**src/rtl/pfct_pkg.sv**
```systemverilog
// ----------------------------------------------------------------------------
// pfct_pkg
// Shared types and fixed constants of the pressure floor centroid tracker.
// ----------------------------------------------------------------------------
package pfct_pkg;

	// configuration register
	localparam int                 THR_W     = 16;
	localparam logic signed [15:0] THR_RESET = -16'sd150;

	// result coordinates
	localparam int POS_W   = 10;
	localparam int POS_MAX = 1023;

	// near offset of a half-tile center, as a fraction of the tile pitch
	localparam int NEAR_NUM = 3;
	localparam int NEAR_DEN = 10;

	// frame-total queue between accumulator and divider
	localparam int FQ_DEPTH = 2;
	localparam int FQ_PW    = $clog2(FQ_DEPTH);
	localparam int FQ_CW    = $clog2(FQ_DEPTH + 1);

	// divider sequencer
	typedef enum logic [1:0] {
		BK_IDLE,
		BK_DIV,
		BK_FIN
	} pfct_bk_state_t;

endpackage

```
**src/rtl/pfct_front.sv**
```systemverilog
// ----------------------------------------------------------------------------
// pfct_front
// Sample intake: threshold test, half-tile center, weight times center,
// per-frame accumulation. Pushes frame totals into the queue on the last beat.
// ----------------------------------------------------------------------------
module pfct_front #(
	parameter int GRID_COLS   = 8,
	parameter int GRID_ROWS   = 8,
	parameter int CELL_PITCH  = 100,
	parameter int SAMPLE_BITS = 16,
	parameter int EW          = 97
) (
	input  logic                          clk,
	input  logic                          arst_n,
	input  logic                          cfg_wr_en,
	input  logic signed [15:0]            cfg_wr_data,
	input  logic                          sample_valid,
	output logic                          sample_stall,
	input  logic signed [SAMPLE_BITS-1:0] sample,
	input  logic                          last,
	input  logic [pfct_pkg::FQ_CW-1:0]    q_count,
	output logic                          push,
	output logic [EW-1:0]                 push_data
);
	import pfct_pkg::*;

	localparam int CELLS = 2 * GRID_COLS * GRID_ROWS;
	localparam int CX    = $clog2(GRID_COLS * CELL_PITCH);
	localparam int CY    = $clog2(GRID_ROWS * CELL_PITCH);
	localparam int CW    = (CX > CY) ? CX : CY;
	localparam int WW    = SAMPLE_BITS + $clog2(CELLS) + 8;
	localparam int MW    = WW + CW;
	localparam int PW    = SAMPLE_BITS + CW;
	localparam int NEAR  = (CELL_PITCH * NEAR_NUM) / NEAR_DEN;
	localparam int FAR   = CELL_PITCH - NEAR;
	localparam int CLW   = $clog2(GRID_COLS);
	localparam int RLW   = $clog2(GRID_ROWS);
	localparam int CMPW  = (SAMPLE_BITS > THR_W) ? SAMPLE_BITS : THR_W;
	localparam int IFW   = $clog2(FQ_DEPTH + 3);

	logic signed [15:0]       thr_q;
	logic                     odd_q;
	logic [CLW-1:0]           col_q;
	logic [RLW-1:0]           row_q;
	logic [CW-1:0]            xb_q;
	logic [CW-1:0]            yb_q;

	logic                     v_s1, hit_s1, last_s1;
	logic [SAMPLE_BITS-1:0]   w_s1;
	logic [CW-1:0]            cx_s1, cy_s1;

	logic                     v_s2, hit_s2, last_s2;
	logic [SAMPLE_BITS-1:0]   w_s2;
	logic [PW-1:0]            px_s2, py_s2;

	logic [WW-1:0]            wsum_q;
	logic [MW-1:0]            mx_q, my_q;
	logic                     any_q;

	logic                     acc;
	logic signed [CMPW-1:0]   s_ext, t_ext;
	logic                     hit;
	logic [SAMPLE_BITS-1:0]   mag, w;
	logic [CW-1:0]            ox, oy;
	logic [WW-1:0]            nws;
	logic [MW-1:0]            nmx, nmy;
	logic [IFW-1:0]           inflight;

	// frames whose totals may still need a queue slot
	assign inflight = IFW'(q_count) + IFW'(v_s1 && last_s1) + IFW'(v_s2 && last_s2);
	assign sample_stall = (inflight >= IFW'(FQ_DEPTH));
	assign acc = sample_valid && !sample_stall;

	assign s_ext = CMPW'(sample);
	assign t_ext = CMPW'(thr_q);
	assign hit   = (s_ext < t_ext);
	assign mag   = SAMPLE_BITS'(~sample) + SAMPLE_BITS'(1);
	assign w     = (hit && sample[SAMPLE_BITS-1]) ? mag : '0;

	always_comb begin
		ox = odd_q ? CW'(FAR) : CW'(NEAR);
		if (col_q[0] == row_q[0]) begin
			oy = odd_q ? CW'(NEAR) : CW'(FAR);
		end else begin
			oy = ox;
		end
	end

	always_ff @(posedge clk or negedge arst_n) begin
		if (!arst_n) begin
			thr_q <= THR_RESET;
		end else if (cfg_wr_en) begin
			thr_q <= cfg_wr_data;
		end
	end

	// cell position walk; wraps after a full floor, restarts on frame end
	always_ff @(posedge clk or negedge arst_n) begin
		if (!arst_n) begin
			odd_q <= 1'b0;
			col_q <= '0;
			row_q <= '0;
			xb_q  <= '0;
			yb_q  <= '0;
		end else if (acc) begin
			if (last) begin
				odd_q <= 1'b0;
				col_q <= '0;
				row_q <= '0;
				xb_q  <= '0;
				yb_q  <= '0;
			end else if (!odd_q) begin
				odd_q <= 1'b1;
			end else begin
				odd_q <= 1'b0;
				if (col_q == CLW'(GRID_COLS - 1)) begin
					col_q <= '0;
					xb_q  <= '0;
					if (row_q == RLW'(GRID_ROWS - 1)) begin
						row_q <= '0;
						yb_q  <= '0;
					end else begin
						row_q <= row_q + RLW'(1);
						yb_q  <= yb_q + CW'(CELL_PITCH);
					end
				end else begin
					col_q <= col_q + CLW'(1);
					xb_q  <= xb_q + CW'(CELL_PITCH);
				end
			end
		end
	end

	always_ff @(posedge clk or negedge arst_n) begin
		if (!arst_n) begin
			v_s1 <= 1'b0;
			v_s2 <= 1'b0;
		end else begin
			v_s1 <= acc;
			v_s2 <= v_s1;
		end
	end

	always_ff @(posedge clk) begin
		hit_s1  <= hit;
		last_s1 <= last;
		w_s1    <= w;
		cx_s1   <= xb_q + ox;
		cy_s1   <= yb_q + oy;
		hit_s2  <= hit_s1;
		last_s2 <= last_s1;
		w_s2    <= w_s1;
		px_s2   <= PW'(w_s1) * PW'(cx_s1);
		py_s2   <= PW'(w_s1) * PW'(cy_s1);
	end

	assign nws = wsum_q + WW'(w_s2);
	assign nmx = mx_q + MW'(px_s2);
	assign nmy = my_q + MW'(py_s2);

	assign push      = v_s2 && last_s2;
	assign push_data = {any_q | hit_s2, nws, nmx, nmy};

	always_ff @(posedge clk or negedge arst_n) begin
		if (!arst_n) begin
			wsum_q <= '0;
			mx_q   <= '0;
			my_q   <= '0;
			any_q  <= 1'b0;
		end else if (v_s2) begin
			if (last_s2) begin
				wsum_q <= '0;
				mx_q   <= '0;
				my_q   <= '0;
				any_q  <= 1'b0;
			end else begin
				wsum_q <= nws;
				mx_q   <= nmx;
				my_q   <= nmy;
				any_q  <= any_q | hit_s2;
			end
		end
	end

endmodule

```
**src/rtl/pfct_queue.sv**
```systemverilog
// ----------------------------------------------------------------------------
// pfct_queue
// Short register queue of frame totals between accumulator and divider.
// ----------------------------------------------------------------------------
module pfct_queue #(
	parameter int EW = 97
) (
	input  logic                       clk,
	input  logic                       arst_n,
	input  logic                       push,
	input  logic [EW-1:0]              push_data,
	input  logic                       pop,
	output logic [EW-1:0]              pop_data,
	output logic [pfct_pkg::FQ_CW-1:0] count
);
	import pfct_pkg::*;

	logic [EW-1:0]    mem_q [FQ_DEPTH];
	logic [FQ_PW-1:0] wr_ptr_q, rd_ptr_q;
	logic [FQ_CW-1:0] cnt_q;

	function automatic logic [FQ_PW-1:0] ptr_inc(input logic [FQ_PW-1:0] p);
		ptr_inc = (p == FQ_PW'(FQ_DEPTH - 1)) ? '0 : p + FQ_PW'(1);
	endfunction

	assign pop_data = mem_q[rd_ptr_q];
	assign count    = cnt_q;

	always_ff @(posedge clk) begin
		if (push) begin
			mem_q[wr_ptr_q] <= push_data;
		end
	end

	always_ff @(posedge clk or negedge arst_n) begin
		if (!arst_n) begin
			wr_ptr_q <= '0;
			rd_ptr_q <= '0;
			cnt_q    <= '0;
		end else begin
			if (push) begin
				wr_ptr_q <= ptr_inc(wr_ptr_q);
			end
			if (pop) begin
				rd_ptr_q <= ptr_inc(rd_ptr_q);
			end
			case ({push, pop})
				2'b10:   cnt_q <= cnt_q + FQ_CW'(1);
				2'b01:   cnt_q <= cnt_q - FQ_CW'(1);
				default: cnt_q <= cnt_q;
			endcase
		end
	end

endmodule

```
**src/rtl/pfct_back.sv**
```systemverilog
// ----------------------------------------------------------------------------
// pfct_back
// Frame-end divider: restoring division of both moments by the weight sum,
// one quotient bit per cycle, then saturation and the result register.
// ----------------------------------------------------------------------------
module pfct_back #(
	parameter int GRID_COLS   = 8,
	parameter int GRID_ROWS   = 8,
	parameter int CELL_PITCH  = 100,
	parameter int SAMPLE_BITS = 16,
	parameter int EW          = 97
) (
	input  logic                       clk,
	input  logic                       arst_n,
	input  logic [EW-1:0]              pop_data,
	input  logic [pfct_pkg::FQ_CW-1:0] q_count,
	output logic                       pop,
	output logic                       result_valid,
	input  logic                       result_stall,
	output logic                       present,
	output logic [pfct_pkg::POS_W-1:0] pos_x,
	output logic [pfct_pkg::POS_W-1:0] pos_y
);
	import pfct_pkg::*;

	localparam int CELLS = 2 * GRID_COLS * GRID_ROWS;
	localparam int CX    = $clog2(GRID_COLS * CELL_PITCH);
	localparam int CY    = $clog2(GRID_ROWS * CELL_PITCH);
	localparam int CW    = (CX > CY) ? CX : CY;
	localparam int WW    = SAMPLE_BITS + $clog2(CELLS) + 8;
	localparam int MW    = WW + CW;
	localparam int SW    = $clog2(CW);

	pfct_bk_state_t state_q, state_d;

	logic            any_q, zero_q;
	logic [MW-1:0]   dsh_q, remx_q, remy_q;
	logic [CW-1:0]   qx_q, qy_q;
	logic [SW-1:0]   step_q;
	logic            out_valid_q, present_q;
	logic [POS_W-1:0] posx_q, posy_q;

	logic            f_any;
	logic [WW-1:0]   f_ws;
	logic [MW-1:0]   f_mx, f_my;
	logic            gex, gey;
	logic            ld, stp, out_ld, slot_free;
	logic [POS_W-1:0] satx, saty;

	assign f_any = pop_data[EW-1];
	assign f_ws  = pop_data[2*MW +: WW];
	assign f_mx  = pop_data[MW +: MW];
	assign f_my  = pop_data[0 +: MW];

	assign gex = (remx_q >= dsh_q);
	assign gey = (remy_q >= dsh_q);

	assign slot_free = !out_valid_q || !result_stall;

	// quotient never exceeds the floor span; clamp only to the port range
	assign satx = ({1'b0, qx_q} > (CW + 1)'(POS_MAX)) ? POS_W'(POS_MAX) : POS_W'(qx_q);
	assign saty = ({1'b0, qy_q} > (CW + 1)'(POS_MAX)) ? POS_W'(POS_MAX) : POS_W'(qy_q);

	always_comb begin
		state_d = state_q;
		ld      = 1'b0;
		stp     = 1'b0;
		out_ld  = 1'b0;
		case (state_q)
			BK_IDLE: begin
				if (q_count != '0) begin
					ld      = 1'b1;
					state_d = BK_DIV;
				end
			end
			BK_DIV: begin
				stp = 1'b1;
				if (step_q == '0) begin
					state_d = BK_FIN;
				end
			end
			BK_FIN: begin
				if (slot_free) begin
					out_ld  = 1'b1;
					state_d = BK_IDLE;
				end
			end
			default: state_d = BK_IDLE;
		endcase
	end

	assign pop = ld;

	always_ff @(posedge clk or negedge arst_n) begin
		if (!arst_n) begin
			state_q <= BK_IDLE;
		end else begin
			state_q <= state_d;
		end
	end

	always_ff @(posedge clk) begin
		if (ld) begin
			any_q  <= f_any;
			zero_q <= (f_ws == '0);
			dsh_q  <= MW'(f_ws) << (CW - 1);
			remx_q <= f_mx;
			remy_q <= f_my;
			qx_q   <= '0;
			qy_q   <= '0;
			step_q <= SW'(CW - 1);
		end else if (stp) begin
			remx_q <= gex ? remx_q - dsh_q : remx_q;
			remy_q <= gey ? remy_q - dsh_q : remy_q;
			qx_q   <= {qx_q[CW-2:0], gex};
			qy_q   <= {qy_q[CW-2:0], gey};
			dsh_q  <= dsh_q >> 1;
			step_q <= step_q - SW'(1);
		end
	end

	always_ff @(posedge clk or negedge arst_n) begin
		if (!arst_n) begin
			out_valid_q <= 1'b0;
		end else if (out_ld) begin
			out_valid_q <= 1'b1;
		end else if (!result_stall) begin
			out_valid_q <= 1'b0;
		end
	end

	always_ff @(posedge clk) begin
		if (out_ld) begin
			present_q <= any_q;
			posx_q    <= (any_q && !zero_q) ? satx : '0;
			posy_q    <= (any_q && !zero_q) ? saty : '0;
		end
	end

	assign result_valid = out_valid_q;
	assign present      = present_q;
	assign pos_x        = posx_q;
	assign pos_y        = posy_q;

endmodule

```
**src/rtl/pressure_floor_centroid_tracker_top.sv**
```systemverilog
// Throughput: one sample beat per cycle unless intake stalls; the bit-serial divider
//   works on one frame at a time and takes the next only after the last result is
//   loaded, with CW = clog2(max(GRID_COLS, GRID_ROWS) * CELL_PITCH) quotient bits.
//   Intake stalls while two frame totals are queued or still on their way to the queue.
// Reset (arst_n low, asynchronous): accumulators, cell walk, queue and result
//   valid clear; the threshold returns to -150.
// ----------------------------------------------------------------------------
// pressure_floor_centroid_tracker_top
// Weighted footstep centroid over a floor of triangular pressure cells.
// ----------------------------------------------------------------------------
module pressure_floor_centroid_tracker_top #(
	parameter int GRID_COLS   = 8,
	parameter int GRID_ROWS   = 8,
	parameter int CELL_PITCH  = 100,
	parameter int SAMPLE_BITS = 16
) (
	input  logic                          clk,
	input  logic                          arst_n,
	// threshold register write
	input  logic                          cfg_wr_en,
	input  logic signed [15:0]            cfg_wr_data,
	// sample channel
	input  logic                          sample_valid,
	output logic                          sample_stall,
	input  logic signed [SAMPLE_BITS-1:0] sample,
	input  logic                          last,
	// result channel
	output logic                          result_valid,
	input  logic                          result_stall,
	output logic                          present,
	output logic [pfct_pkg::POS_W-1:0]    pos_x,
	output logic [pfct_pkg::POS_W-1:0]    pos_y
);
	import pfct_pkg::*;

	// accumulator widths: weight sum keeps 8 bits of headroom beyond one
	// full floor of full-scale hits; moments add the coordinate width
	localparam int CELLS = 2 * GRID_COLS * GRID_ROWS;
	localparam int CX    = $clog2(GRID_COLS * CELL_PITCH);
	localparam int CY    = $clog2(GRID_ROWS * CELL_PITCH);
	localparam int CW    = (CX > CY) ? CX : CY;
	localparam int WW    = SAMPLE_BITS + $clog2(CELLS) + 8;
	localparam int MW    = WW + CW;
	// queue entry: hit flag, weight sum, x moment, y moment
	localparam int EW    = 1 + WW + 2 * MW;

	logic             push, pop;
	logic [EW-1:0]    push_data, pop_data;
	logic [FQ_CW-1:0] q_count;

	// front: threshold, half-tile center, weight product, frame accumulation
	pfct_front #(
		.GRID_COLS  (GRID_COLS),
		.GRID_ROWS  (GRID_ROWS),
		.CELL_PITCH (CELL_PITCH),
		.SAMPLE_BITS(SAMPLE_BITS),
		.EW         (EW)
	) u_front (
		.clk         (clk),
		.arst_n      (arst_n),
		.cfg_wr_en   (cfg_wr_en),
		.cfg_wr_data (cfg_wr_data),
		.sample_valid(sample_valid),
		.sample_stall(sample_stall),
		.sample      (sample),
		.last        (last),
		.q_count     (q_count),
		.push        (push),
		.push_data   (push_data)
	);

	// frame totals wait here while the divider works on an earlier frame
	pfct_queue #(
		.EW(EW)
	) u_queue (
		.clk      (clk),
		.arst_n   (arst_n),
		.push     (push),
		.push_data(push_data),
		.pop      (pop),
		.pop_data (pop_data),
		.count    (q_count)
	);

	// back: divider and result register; a stalled result holds the divider, and a full queue then stalls intake
	pfct_back #(
		.GRID_COLS  (GRID_COLS),
		.GRID_ROWS  (GRID_ROWS),
		.CELL_PITCH (CELL_PITCH),
		.SAMPLE_BITS(SAMPLE_BITS),
		.EW         (EW)
	) u_back (
		.clk         (clk),
		.arst_n      (arst_n),
		.pop_data    (pop_data),
		.q_count     (q_count),
		.pop         (pop),
		.result_valid(result_valid),
		.result_stall(result_stall),
		.present     (present),
		.pos_x       (pos_x),
		.pos_y       (pos_y)
	);

endmodule
```
**config.mk**
```make
export PLATFORM = sky130hd
export DESIGN_NAME = pressure_floor_centroid_tracker_top
export DESIGN_NICKNAME = d
export VERILOG_FILES = /design/src/rtl/pfct_pkg.sv /design/src/rtl/pfct_front.sv /design/src/rtl/pfct_queue.sv /design/src/rtl/pfct_back.sv /design/src/rtl/pressure_floor_centroid_tracker_top.sv
export SDC_FILE = /design/constraint.sdc
export NUM_CORES = 2
export LEC_CHECK = 0
export BUFFER_PORTS_ARGS = -buffer_cell sky130_fd_sc_hd__clkbuf_2
export CAP_MARGIN = 30
export CORE_MARGIN = 3
export CORE_UTILIZATION = 45
export CTS_CLUSTER_SIZE = 10
export DETAILED_ROUTE_END_ITERATION = 7
export GPL_TIMING_DRIVEN = 0
export PLACE_DENSITY_LB_ADDON = 0.1
export SLEW_MARGIN = 20
export SYNTH_ARGS = -nofsm -noshare
export SYNTH_HDL_FRONTEND = slang
export SYNTH_SLANG_ARGS = --single-unit
```
**constraint.sdc**
```tcl
create_clock -name clk -period 9.15 [get_ports clk]
set_clock_uncertainty 0.2 [all_clocks]
set_input_delay 0 -clock clk [delete_from_list [all_inputs] [get_ports clk]]
set_output_delay 0 -clock clk [all_outputs]
set_load 0.03 [all_outputs]
```
# --- Word-level counts from Yosys, hierarchy flattened ---
# Memory sizes are Yosys's and may differ from the RTL's.
# Index checks and enable logic that the tools add are counted.
classes:
  add_sub_neg: 19
  n_mul: 2
  n_lt_le_gt_ge: 4
  n_eq_ne: 11
  mux: 47
  bitwise_logic: 2
  reduce_logical: 25
ops:
  columns: ["cell", "count"]
  rows:
  - ["41-bit 2-to-1 mux", 8]
  - ["41-bit by 26-bit adder with 41-bit output", 2]
  - ["41-bit by 40-bit >= comparator with 1-bit output", 2]
  - ["41-bit by 40-bit subtractor with 41-bit output", 2]
  - ["10-bit 2-to-1 mux", 8]
  - ["40-bit 2-to-1 mux", 2]
  - ["16-bit by 10-bit multiplier with 26-bit output", 2]
  - ["31-bit by 16-bit adder with 31-bit output", 1]
  - ["31-bit logical NOT", 1]
  - ["31-bit 2-to-1 mux", 1]
  - ["3-bit 2-to-1 mux", 7]
  - ["10-bit adder", 2]
  - ["10-bit by 7-bit adder with 10-bit output (second input constant)", 2]
  - ["16-bit by 2-bit adder with 16-bit output (second input constant)", 1]
  - ["16-bit less-than comparator", 1]
  - ["16-bit inverter", 1]
  - ["1-bit 2-to-1 mux", 14]
  - ["7-bit 2-to-1 mux", 2]
  - ["2-bit nonzero test", 7]
  - ["2-bit by 1-bit inequality test with 1-bit output (second input constant)", 4]
  - ["3-bit by 1-bit adder with 3-bit output (second input constant)", 2]
  - ["3-bit equality test (second input constant)", 2]
  - ["2-bit 2-to-1 mux", 3]
  - ["2-bit case mux with 3 select lines", 1]
  - ["19 further kinds", 32]
totals:
  register_bits: 443
  mem_bits_rw: 228
  in_bits: 38
  out_inout_bits: 23
  wordCells: 150
  n_memories: 1
mem_list:
  columns: ["name", "words", "width", "rd", "rd_ports_with_merged_regs", "wr", "line_no", "text"]
  rows:
  - ["u_queue.mem_q", 2, 114, 1, 0, 1, "pfct_queue.sv:18", "logic [EW-1:0] mem_q [FQ_DEPTH];"]

# --- Depth between registers and ports, before layout ---
depth:
  word_depth: 7
  depth_mapped: 21

# --- Hierarchy ---
# A second synthesis with hierarchy kept.
hier_totals:
  cells_unflattened: 3958
  area_unflattened_um2: 42280.6
by_module_without_submodules:
  columns: ["mod", "n_inst", "cells_each", "area_each_um2", "seq_area_each_um2"]
  rows:
  - ["pfct_front", 1, 2328, 22162.5, 5895.7]
  - ["pfct_back", 1, 1261, 11517.3, 4819.6]
  - ["pfct_queue", 1, 369, 8600.7, 6946.7]

# --- Least setup slack after synthesis ---
# Ideal clock, no wire load.
synth_timing:
  path_type: "flip-flop to flip-flop"
  startpoint: "reg u_front.last_s2"
  endpoint: "mem u_queue.mem_q[0][0] (netlist bit), enable pin"
  arrival_ns: 5.520
  t_required_ns: 8.361
  slack_ns: 2.842
  path_stages_with_launch: 4
  n_path_buf: 1
  path_cell_list: "dfxtp_1 > clkbuf_1 > nand2_1 > nor2_1"
synth_via:
  elab_chain_cells: 3
synth_rtl:
  columns: ["item", "line_no", "text"]
  rows:
  - ["start: declaration", "pfct_front.sv:52", "logic v_s2, hit_s2, last_s2;"]
  - ["start signal: assignment", "pfct_front.sv:151", "last_s2 <= last_s1;"]
  - ["1-bit logical AND", "pfct_front.sv:161", "assign push = v_s2 && last_s2;"]
  - ["1-bit 2-to-1 mux", "pfct_queue.sv:30", "if (push) begin"]
  - ["1-bit 2-to-1 mux (not written as such)", "pfct_queue.sv:31", "mem_q[wr_ptr_q] <= push_data;"]
  - ["end: declaration", "pfct_queue.sv:18", null]
# Every way passes these cells.

# --- Worst setup path after layout ---
layout_timing:
  startpoint: "reg u_front.w_s1[7]"
  endpoint: "reg u_front.px_s2[24]"
layout_via:
  elab_chain_cells: 1
layout_rtl:
  columns: ["item", "line_no", "text"]
  rows:
  - ["start: declaration", "pfct_front.sv:49", "logic [SAMPLE_BITS-1:0] w_s1;"]
  - ["start signal: assignment", "pfct_front.sv:147", "w_s1 <= w;"]
  - ["16-bit by 10-bit multiplier with 26-bit output", "pfct_front.sv:153", "px_s2 <= PW'(w_s1) * PW'(cx_s1);"]
  - ["end signal: assignment", "pfct_front.sv:153", null]
  - ["end: declaration", "pfct_front.sv:54", "logic [PW-1:0] px_s2, py_s2;"]
# Every way passes these cells.
# A chain may end at the register's enable or synchronous reset.

==> flow_summary.toml <==
[sta]
max-slew-margin-rel_pct = 31.3
fmax_mhz = 150
worst-slew-pin-transition_ps = 1030
rsz0062_at_grt = "no"
finalSetupViolCount = 0
finalMaxSlewViolations = 0
finalHoldViolCount = 0
timing.setup.tns_ps = 0
period_minus_slack_ps = 6660
fin_crit_sh_pct = 72.7

[clock_tree]
cts_tree = "built"
cts_buffer_depth = 3
clk_latency_ps = 650
path_clk_slew_ps = 50
cts.repair.resized = 0
root_buffer = "clkbuf_16"
htreeDepth = 3
numCtsBuffers = 82
cts.sinks = 659

[synthesis]
synth_compound_area_share_pct = 13.6
synth.avg_cell_area_sq_um = 10.6
synth_top_area_share_pct = 26.5
synth_top_family_by_area = "adder cells"
synth_xor_area_share_pct = 5.12
synth-simple-area-share_pct = 12.5
ys_warn_count = 0
ys_seq_elements = 659
ys_types = 85
yosys-top-cells-count = "edfxtp_1, nand2_1, ha_1"
synth_edf_count = 364
synthFlopType = "edfxtp_1"
synth-seq-area-share_pct = 42.9
ys_async_sr_fraction_pct = 24.6
yosys.area.top_type = "edfxtp_1"
synth_area_sq_um = 41200
netlist_instances = 3888
synthAdderAreaFrac_pct = 19.3
synthMuxAreaShare_pct = 2.46
synth_most_common_cell = "edfxtp_1"
yosys-top-cells-area = "edfxtp_1, fa_1, ha_1"

[floorplan]
core_sq_um = 90400
fp.dieW_um = 309
boundaryPins = 61
floorplan.initialDensity_pct = 45.6
die_y_um = 309
rows = 110
dieArea_sq_um = 95200

[critical_path]
cp_slowest_cell = "dfxtp_1"
cp.arrival_ps = 6960
reg2reg_depth = 20
critical_path.max_stage_delay_ps = 620
crit_chain = "clkbuf_1 -> inv_1 -> fa_1 -> inv_1 -> fa_1 -> inv_1 -> fa_1 -> inv_1 -> fa_1 -> ha_1 -> ha_1 -> and2_1 -> a22o_1 -> a211oi_1 -> a21oi_1 -> a21oi_1 -> a31oi_1 -> a211o_1 -> a21oi_1 -> xnor2_1"
cp.depth = 20
startpoint = "u_front.w_s1[7]$_SDFF_PN0_"
critPathTopFamily = "adder cells"
cp_num_buf_inv = 5
cp-start-kind = "flop"
cp.required_ps = 9450
r2r-end = "u_front.px_s2[24]$_DFF_P_"
crit_end = "u_front.px_s2[24]$_DFF_P_"
r2r_start = "u_front.w_s1[7]$_SDFF_PN0_"
critPathKind = "flop to flop"
cp_max_fo = 10
endpoint_kind = "flop"
r2r_setup_slack_ps = 2490

[placement]
place_area_sq_um = 43400
hpwl_um = 85500
place_congestion = 0.884
place_inst = 5154
port_buffers = 60

[power_and_ir_drop]
switching_share_pct = 42.1
clockPowerShare_pct = 19.2
switchingPower_mw = 6.87
power_density_nw_per_um2 = 345
p_leak_nw = 20.8
ir_drop_mv = 0.195
seq_power_share_pct = 30.1
pwr-share-comb_pct = 50.7
p_int_mw = 9.44
totalPowerFinal_mw = 16.3

[grt]
grt_overflow = 0
gr-usage-met2_pct = 39.7
met3_usage_pct = 3.53
grt_pass1_vias = 30300
globalRouteTotalUtil_pct = 24.2
grt_max_degree = 78
antenna_found_initial = 2
grtUsageMet1_pct = 32.9
grt_pass1_wl_um = 176000
grt.busiest_layer = "met2"

[layout]
drive_above_1_share_pct = 6.04
fill_cells = 8052
syn2layout_area_growth_pct = 14.7
final-seq-area_sq_um = 17700
final_cell_area_sq_um = 47200
multiInputGateArea_sq_um = 21900
nNetsFinal = 4740
fin_cells = 5434

[route]
vias_per_cell = 5.53
antenna_left = 0
via_count = 30000
finalWirelength_um = 114000
wl_per_cell_um = 20.9
drc = 0
first_pass_iters = 6
dr.first_iter.drc_count = 2315

[run]
drv_cap = 0

[worst_hold_path]
hold_class = "input pin to flop"

[run_status]
status = "complete, no violations"
==> how the worst min path moves through the flow <==
stage | from | endpoint | slack, ps | cells past startpoint
floorplan | arst_n | u_back.result_valid$_DFFE_PN0P_ | -500 | 0
global placement | cfg_wr_data[14] | u_front.t_ext[14]$_DFFE_PN1P_ | 10 | 3
detailed placement | arst_n | u_front.mx_q[6]$_DFFE_PN0P_ | -330 | 1
CTS | sample[8] | u_front.w_s1[8]$_SDFF_PN0_ | 40 | 4
global route | sample[8] | u_front.w_s1[8]$_SDFF_PN0_ | 90 | 4
finish | sample[8] | u_front.w_s1[8]$_SDFF_PN0_ | 70 | 4
==> layout make-up <==
type	count	area share (%)
Antenna cell	2	0.0106
Inverter	295	2.34
Clock inverter	18	0.469
Buffer	150	1.24
Clock buffer	136	4.99
Multi-Input combinational cell	2793	46.4
Sequential cell	659	37.4
Timing Repair Buffer	205	4.06
Tap cell	1176	3.12
==> through the flow <==
step                      hold slack, ps  setup slack (ps)  util, %
after floorplan                     -496              2840        -
after global placement              12.0             -1200     47.5
after detailed placement            -326              2580     48.0
after CTS                           38.2              2530     52.2
after global routing                93.8              2180     52.2
final                               70.5              2490     52.2
==> worst reg2reg max path: cells and delay by family, from the launching register on <==
| family | cells | cell delay [ps] |
|---|---|---|
| DFF | 1 | 620 |
| xor gates and xnor gates | 1 | 220 |
| AOI/OAI and AO/OA | 7 | 1720 |
| and+or+nand+nor | 1 | 200 |
| buffers and inverters | 5 | 910 |
| adders and majority gates | 6 | 2650 |
==> cell families after synthesis <==
family,Yosys count
xor+xnor,241
fa+ha+maj,516
other cells,1
buf+inv,445
flops,659
simple gates,1049
compound gates,877
mux,100
==> registers in the layout, summed over array words and instances, names as in the netlist, 15 cells and up <==
name,count
u_back.dsh_q,40
u_back.remx_q,41
u_back.remy_q,41
u_front.mx_q,41
u_front.my_q,41
u_front.px_s2,24
u_front.py_s2,25
u_front.t_ext,16
u_front.w_s1,16
u_front.w_s2,15
u_front.wsum_q,31
u_queue.mem_q,228
==> power groups by stage <==
stage | clock (mW) | combinational [mW] | sequential (mW)
final | 3.13 | 8.27 | 4.91
after global routing | 3.31 | 9.23 | 5.00
after CTS | 3.20 | 8.25 | 4.91
after detailed placement | 0 | 8.13 | 4.96
after global placement | 0 | 7.96 | 5.01
after floorplan | 0 | 5.88 | 4.79
==> repair_timing <==
action | CTS | global route
buffers inserted | 0 | 0
hold buffers | 121 | 0
hold endpoints to repair | 242 | 0
==> metal layers <==
metal  share of wire (%)  routed length [um]
met1                  44               50500
met5                   0                   0
met3                 5.4                6100
met4                 3.5                3960
met2                  47               53000
==> layout by cell type, fill, tap and decap left out, types with 154 or more instances in the layout <==
cell type	n
edfxtp_1	364
nand2_1	356
ha_1	315
inv_1	294
a21oi_1	249
fa_1	201
o21ai_0	196
and2_1	191
nor2_1	181
clkbuf_1	166
xnor2_1	154
No activity file was read; power rests on OpenSTA's default activity.
